**src/rtl/lcddr_pkg.sv**
```systemverilog
`timescale 1ns / 1ps
`default_nettype none

package lcddr_pkg;

   localparam int MaxColumns = 132;
   localparam int MaxPages   = 9;
   localparam int MaxWords   = 5;
   localparam int CountWidth = $clog2(MaxWords + 1);

   localparam logic [7:0] CMD_PAGE    = 8'hB0;
   localparam logic [7:0] CMD_COL_HI  = 8'h10;
   localparam logic [7:0] CMD_COL_LO  = 8'h00;
   localparam logic [7:0] NIBBLE_MASK = 8'h0F;
   localparam logic [7:0] CMD_NOP     = 8'hE3;

   typedef enum logic {
      CSR_START_COLUMN = 1'b0,
      CSR_SOFT_INVERT  = 1'b1
   } csr_index_type;

   typedef struct packed {
      logic [7:0] out_byte;
      logic       is_data;
   } rsp_word_type;

   typedef rsp_word_type [MaxWords-1:0] word_list_type;

   typedef struct packed {
      word_list_type         words;
      logic [CountWidth-1:0] count;
   } burst_type;

endpackage : lcddr_pkg

`default_nettype wire

```
**src/rtl/lcddr_tracker.sv**
```systemverilog
`timescale 1ns / 1ps
`default_nettype none

module lcddr_tracker
   import lcddr_pkg::*;
(
   input  wire logic       clock,
   input  wire logic       reset,
   input  wire logic       accept,
   input  wire logic [3:0] page,
   input  wire logic [7:0] column,
   input  wire logic       changed,
   input  wire logic [7:0] pixel_byte,
   input  wire logic       frame_end,
   input  wire logic [6:0] start_column,
   input  wire logic       soft_invert,
   output burst_type       burst
);

   logic       page_started_ff;
   logic       page_started_in;
   logic [7:0] prev_col_ff;
   logic [7:0] prev_col_in;

   logic       started_eff;
   logic       in_range;
   logic       do_write;
   logic       contiguous;
   logic [7:0] addr;
   logic [7:0] data_byte;

   assign started_eff = page_started_ff && (column != 8'd0);
   assign in_range    = ({1'b0, page} < 5'(MaxPages)) && ({1'b0, column} < 9'(MaxColumns));
   assign do_write    = changed && in_range;
   assign contiguous  = started_eff && ({1'b0, column} == ({1'b0, prev_col_ff} + 9'd1));
   assign addr        = {1'b0, start_column} + column;
   assign data_byte   = soft_invert ? ~pixel_byte : pixel_byte;

   // pack the words of this item in send order
   always_comb begin
      logic [CountWidth-1:0] idx;
      idx = '0;
      burst.words = '0;
      if (do_write && !contiguous && !started_eff) begin
         burst.words[idx] = '{out_byte: CMD_PAGE | {4'd0, page}, is_data: 1'b0};
         idx = idx + 1'b1;
      end
      if (do_write && !contiguous) begin
         burst.words[idx] = '{out_byte: CMD_COL_LO | (addr & NIBBLE_MASK), is_data: 1'b0};
         idx = idx + 1'b1;
         burst.words[idx] = '{out_byte: CMD_COL_HI | {4'd0, addr[7:4]}, is_data: 1'b0};
         idx = idx + 1'b1;
      end
      if (do_write) begin
         burst.words[idx] = '{out_byte: data_byte, is_data: 1'b1};
         idx = idx + 1'b1;
      end
      if (frame_end) begin
         burst.words[idx] = '{out_byte: CMD_NOP, is_data: 1'b0};
         idx = idx + 1'b1;
      end
      burst.count = idx;
   end

   always_comb begin
      page_started_in = page_started_ff;
      prev_col_in     = prev_col_ff;
      if (accept) begin
         page_started_in = do_write ? 1'b1 : started_eff;
         prev_col_in     = do_write ? column : prev_col_ff;
      end
   end

   always_ff @(posedge clock) begin
      if (reset) begin
         page_started_ff <= 1'b0;
         prev_col_ff     <= 8'd0;
      end else begin
         page_started_ff <= page_started_in;
         prev_col_ff     <= prev_col_in;
      end
   end

endmodule : lcddr_tracker

`default_nettype wire

```
**src/rtl/lcddr_burst_out.sv**
```systemverilog
`timescale 1ns / 1ps
`default_nettype none

module lcddr_burst_out
   import lcddr_pkg::*;
(
   input  wire logic       clock,
   input  wire logic       reset,
   input  wire logic       load,
   input  burst_type       burst,
   output logic            load_ready,
   output logic            rsp_valid,
   input  wire logic       rsp_ready,
   output logic [7:0]      rsp_out_byte,
   output logic            rsp_is_data,
   output logic            rsp_run_last
);

   word_list_type         words_ff;
   word_list_type         words_in;
   logic [CountWidth-1:0] count_ff;
   logic [CountWidth-1:0] count_in;
   logic                  pop;

   assign rsp_valid    = (count_ff != '0);
   assign pop          = rsp_valid && rsp_ready;
   assign load_ready   = (count_ff == '0) || ((count_ff == CountWidth'(1)) && rsp_ready);
   assign rsp_out_byte = words_ff[0].out_byte;
   assign rsp_is_data  = words_ff[0].is_data;
   assign rsp_run_last = (count_ff == CountWidth'(1));

   always_comb begin
      words_in = words_ff;
      count_in = count_ff;
      if (load) begin
         words_in = burst.words;
         count_in = burst.count;
      end else if (pop) begin
         for (int i = 0; i < MaxWords - 1; i++) begin
            words_in[i] = words_ff[i+1];
         end
         count_in = count_ff - 1'b1;
      end
   end

   always_ff @(posedge clock) begin
      if (reset) begin
         count_ff <= '0;
      end else begin
         count_ff <= count_in;
      end
      words_ff <= words_in;
   end

endmodule : lcddr_burst_out

`default_nettype wire

```
**src/rtl/lcd_dirty_refresh_sequencer_unit.sv**
```systemverilog
// channel  direction  ports                                          handshake
// req      in         req_page req_column req_changed                 req_valid/req_ready
//                     req_pixel_byte req_frame_end
// rsp      out        rsp_out_byte rsp_is_data rsp_run_last           rsp_valid/rsp_ready
// csr      in         csr_index csr_wdata                             csr_write_en
//
// an item is decoded in its accept cycle; its zero to five words leave one per cycle while
// rsp_ready is high; a run of contiguous changed columns moves at one item per cycle while
// rsp_ready is high; an item with more than one word (address commands or a frame-end
// nop) holds req_ready low until its last word is taken
// the next item is taken in the cycle its predecessor's last word is taken
// synchronous reset clears the page tracking, the word count and both csr registers
`timescale 1ns / 1ps
`default_nettype none

module lcd_dirty_refresh_sequencer_unit
   import lcddr_pkg::*;
(
   input  wire logic       clock,
   input  wire logic       reset,
   input  wire logic       req_valid,
   output logic            req_ready,
   input  wire logic [3:0] req_page,
   input  wire logic [7:0] req_column,
   input  wire logic       req_changed,
   input  wire logic [7:0] req_pixel_byte,
   input  wire logic       req_frame_end,
   output logic            rsp_valid,
   input  wire logic       rsp_ready,
   output logic [7:0]      rsp_out_byte,
   output logic            rsp_is_data,
   output logic            rsp_run_last,
   input  wire logic       csr_write_en,
   input  wire logic       csr_index,
   input  wire logic [6:0] csr_wdata
);

   logic [6:0] start_column_ff;
   logic [6:0] start_column_in;
   logic       soft_invert_ff;
   logic       soft_invert_in;
   logic       accept;
   burst_type  burst;

   assign accept = req_valid && req_ready;

   always_comb begin
      start_column_in = start_column_ff;
      soft_invert_in  = soft_invert_ff;
      if (csr_write_en) begin
         unique case (csr_index_type'(csr_index))
            CSR_START_COLUMN: start_column_in = csr_wdata;
            CSR_SOFT_INVERT:  soft_invert_in  = csr_wdata[0];
            default:          start_column_in = start_column_ff;
         endcase
      end
   end

   always_ff @(posedge clock) begin
      if (reset) begin
         start_column_ff <= 7'd0;
         soft_invert_ff  <= 1'b0;
      end else begin
         start_column_ff <= start_column_in;
         soft_invert_ff  <= soft_invert_in;
      end
   end

   lcddr_tracker u_tracker (
      .clock        (clock),
      .reset        (reset),
      .accept       (accept),
      .page         (req_page),
      .column       (req_column),
      .changed      (req_changed),
      .pixel_byte   (req_pixel_byte),
      .frame_end    (req_frame_end),
      .start_column (start_column_ff),
      .soft_invert  (soft_invert_ff),
      .burst        (burst)
   );

   lcddr_burst_out u_burst_out (
      .clock        (clock),
      .reset        (reset),
      .load         (accept),
      .burst        (burst),
      .load_ready   (req_ready),
      .rsp_valid    (rsp_valid),
      .rsp_ready    (rsp_ready),
      .rsp_out_byte (rsp_out_byte),
      .rsp_is_data  (rsp_is_data),
      .rsp_run_last (rsp_run_last)
   );

endmodule : lcd_dirty_refresh_sequencer_unit

`default_nettype wire
```
**config.mk**
```make
export PLATFORM = sky130hd
export DESIGN_NAME = lcd_dirty_refresh_sequencer_unit
export DESIGN_NICKNAME = d
export VERILOG_FILES = /design/src/rtl/lcddr_pkg.sv /design/src/rtl/lcddr_tracker.sv /design/src/rtl/lcddr_burst_out.sv /design/src/rtl/lcd_dirty_refresh_sequencer_unit.sv
export SDC_FILE = /design/constraint.sdc
export NUM_CORES = 1
export LEC_CHECK = 0
export BUFFER_PORTS_ARGS = -buffer_cell sky130_fd_sc_hd__buf_2
export CORE_MARGIN = 4
export CORE_UTILIZATION = 50
export CTS_BUF_LIST = sky130_fd_sc_hd__clkbuf_4 sky130_fd_sc_hd__clkbuf_8
export CTS_CLUSTER_SIZE = 24
export DETAILED_ROUTE_END_ITERATION = 6
export PLACE_DENSITY = 0.71
export SYNTH_ARGS = -nofsm -noshare
export SYNTH_HDL_FRONTEND = slang
export SYNTH_SLANG_ARGS = --single-unit
```
**constraint.sdc**
```tcl
create_clock -name clock -period 2.66 [get_ports clock]
set_input_delay 0.266 -clock clock [delete_from_list [all_inputs] [get_ports clock]]
set_output_delay 0.266 -clock clock [all_outputs]
set_load 0.02 [all_outputs]
```
==> summary.md <==
| Metric | Value |
|---|---|
| YS warnings | `0` |
| Syn nets | `381` |
| CTS tree | `done` |
| Cells after DPL | `about 440` |
| Commonest non-fill, non-tap cell in the layout | `nand2_1` |
| Slew Limit Headroom | `0.502` |
| Pwr/cell area | `about 940 mW/mm^2` |
| Highest Clock Rate | `0.389 GHz` |
| Crit start category | `register` |
| Fin. Hold Viols | `0` |
| Post-synthesis sequential area ratio | `0.463` |
| CTS Root Cell | `clkbuf_8` |
| Vias/cell | `5.63` |
| Most frequent cells in the layout | `nand2_1, buf_2, edfxtp_1, nor2_1, o21ai_0` |
| Top area cells in the synthesized netlist | `edfxtp_1, dfxtp_1, nand2_1` |
| DRT Pass-1 Iters | `4` |
| Clock skew | `12.6 ps` |
| # rows | `29` |
| CTS H-Tree Depth | `3` |
| Yosys top cell by area | `edfxtp_1` |
| #FFs+latches synth | `57` |
| Slew at the pin closest to its max-slew limit | `746 ps` |
| Die H | `about 89 um` |
| Largest net degree at the start of global routing | `38` |
| Boundary pin count | `47` |
| First-pass GRT wire length | `around 12000 um` |
| Area of the core | `about 0.0063 sq mm` |
| Post-synth EDFFs | `37` |
| Grt ovf | `0` |
| Post-DP HPWL | `roughly 5200 um` |
| Period minus WS final | `2570 ps` |
| HP Class | `in2reg` |
| Initial antenna violation count | `0` |
| Clock sink count | `57` |
| ANT nets after route | `0` |
| Chip width | `88.8 um` |
| Cell area after synthesis | `between 0.003 and 0.004 sq mm` |
| Layout cell share with drive strength beyond 1 | `0.223` |
| Capturing point of the worst reg2reg path | `u_burst_out.rsp_out_byte[0]` |
| Setup crit end kind | `register` |
| Drt drc | `0` |
| Area growth syn-to-layout | `15.0%` |
| Final cell count without fillers | `~460` |
| Total CTS buffers | `9` |
| Synth Instances | `about 330` |
| Worst r2r src | `u_tracker.prev_col_ff[1]` |
| Placer congestion estimate | `~0.84` |
| Hold Crit Start | `csr_wdata[6]` |
| Register clock-pin slew on the reported worst setup and hold paths | `70 ps` |
| CP Max Fanout | `5` |
| Clk Latency, worst-skew pair | `about 330 ps` |
| Final net count | `approximately 420` |
| WP data arrival | `roughly 2700 ps` |
| Die area | `around 0.0079 sq mm` |
| Worst vdd ir | `593 uV` |
| Synth Flop Type | `edfxtp_1` |
| Vias in the first global route | `2479` |
| Period utilization | `0.966` |
| Worst slack at placement | `~6 ps` |
| Critical path endpoint | `u_burst_out.rsp_out_byte[0]` |
| DR WL/cell | `roughly 16 um` |
| Gr usage total | `0.196` |
| IO buf count | `between 40 and 50` |
| Antenna diodes | `0` |
| Asr flop ratio synth | `0` |
| # fillers | `570` |
| Avg Cell Area, Syn | `between 9 and 10 sq um` |
| Top cell type's share of synthesized area | `0.340` |
| Post-CTS Setup Repair Bufs | `0` |
| Setup CP Type | `reg2reg` |
| Max-slew violations | `0` |
| Outcome | `finished clean` |
| Critical path startpoint | `u_tracker.prev_col_ff[1]` |
| Vias | `around 2600` |
| Worst R2R Path Depth | `8` |
| Final setup vio count | `0` |
| Final WL | `around 7300 um` |
| Cell variety after synth | `56` |
| Hold slack | `around 160 ps` |
| Setup slack after layout | `approximately 91 ps` |
| Static Leak | `1.48 nW` |
| Max-cap check violation count | `0` |
| Flop2flop setup slack | `90 ps` |
| Initial DRC count | `253` |
| CP required | `about 2800 ps` |
| CTS Buffer Depth | `2` |
| Starting Density | `0.514` |
| Total power | `between 0.003 and 0.004 W` |
## metrics by stage
step / cell area (sq um) / utilization / TNS, ps
after floorplan: 3260 / - / 0
after global placement: 3540 / 0.558 / 0
after detailed placement: 3540 / 0.558 / 0
after CTS: 3730 / 0.587 / 0
after global routing: 3750 / 0.591 / -17.9
final: 3750 / 0.591 / 0
## Yosys cell counts (3+ instances only)
cell      number
a21o_1         5
a21oi_1       18
buf_2          4
buf_4          8
clkbuf_1       9
dfxtp_1       20
edfxtp_1      37
ha_1          11
inv_1          8
mux2_2         3
mux2i_1       11
nand2_1       49
nand3_1        9
nand4_1        3
nor2_1        26
nor2b_1        5
nor3_1         3
o211ai_1       4
o21a_1         6
o21ai_0       21
o221ai_1       4
xnor2_1       18
xor2_1         9
## worst max-delay path, stage by stage, from the launching register on
cell	delay, ps
dfxtp_1	400
ha_1	250
and4_1	290
xnor2_1	80
or4_1	390
nand3_1	170
and4_1	310
mux2_2	370
o22ai_2	150
## final cells by class
type	count	area [sq um]	share of cell area
timing repair buffer	56	318	0.0847
multi-input combinational	245	1610	0.430
tap	77	96.3	0.0257
inverter	8	30.0	0.00800
sequential	57	1510	0.403
clock inverter	6	60.1	0.0160
clock buffer	9	124	0.0330
## worst min-delay path by stage
stage                                to  slack, ps  cells after the start
5_1_grt              start_column_ff[5]        180                      3
6_report             start_column_ff[6]        160                      3
3_3_place_gp   u_tracker.prev_col_ff[7]        470                      2
2_1_floorplan  u_tracker.prev_col_ff[2]        400                      2
3_5_place_dp   u_tracker.prev_col_ff[7]        480                      2
4_1_cts              start_column_ff[6]        160                      3
## power breakdown
part / internal [W] / switching, W / leakage, nW / total, W
Combinational: 0.000463 / 0.000761 / 0.856 / 0.00122
Sequential: 0.00141 / 0.000108 / 0.536 / 0.00152
Clock: 0.000422 / 0.000349 / 0.0925 / 0.000771
Total: 0.00229 / 0.00122 / 1.48 / 0.00351
## layer usage
layer  up-vias  wire, um  GRT usage
met2        68      3360      0.298
li1       1272         -          -
met3        13       321     0.0382
met5         -         0          0
met1      1224      3460      0.269
met4         0       160     0.0907
## cells by family after synthesis
| logic type | share of synthesized area |
|---|---|
| AND/OR/NAND/NOR | 0.165 |
| AO/OA/AOI/OAI | 0.156 |
| flip-flops | 0.463 |
| buffers and inverters | 0.0502 |
| XOR/XNOR | 0.0725 |
| multiplexers | 0.0441 |
| adder cells (fa/ha/maj) | 0.0483 |
## sequential cells by signal, summed over array words and instances (netlist names)
name                       count
soft_invert_ff                 1
start_column_ff                7
u_burst_out.count_ff           3
u_burst_out.rsp_is_data        1
u_burst_out.rsp_out_byte       8
u_burst_out.words_ff          28
u_tracker.page_started_ff      1
u_tracker.prev_col_ff          8
## timing repair
action                     CTS  global route
hold buffers                 0             0
setup endpoints to repair    0             6
resized for setup            0             4
(Power assumes the default switching activity.)
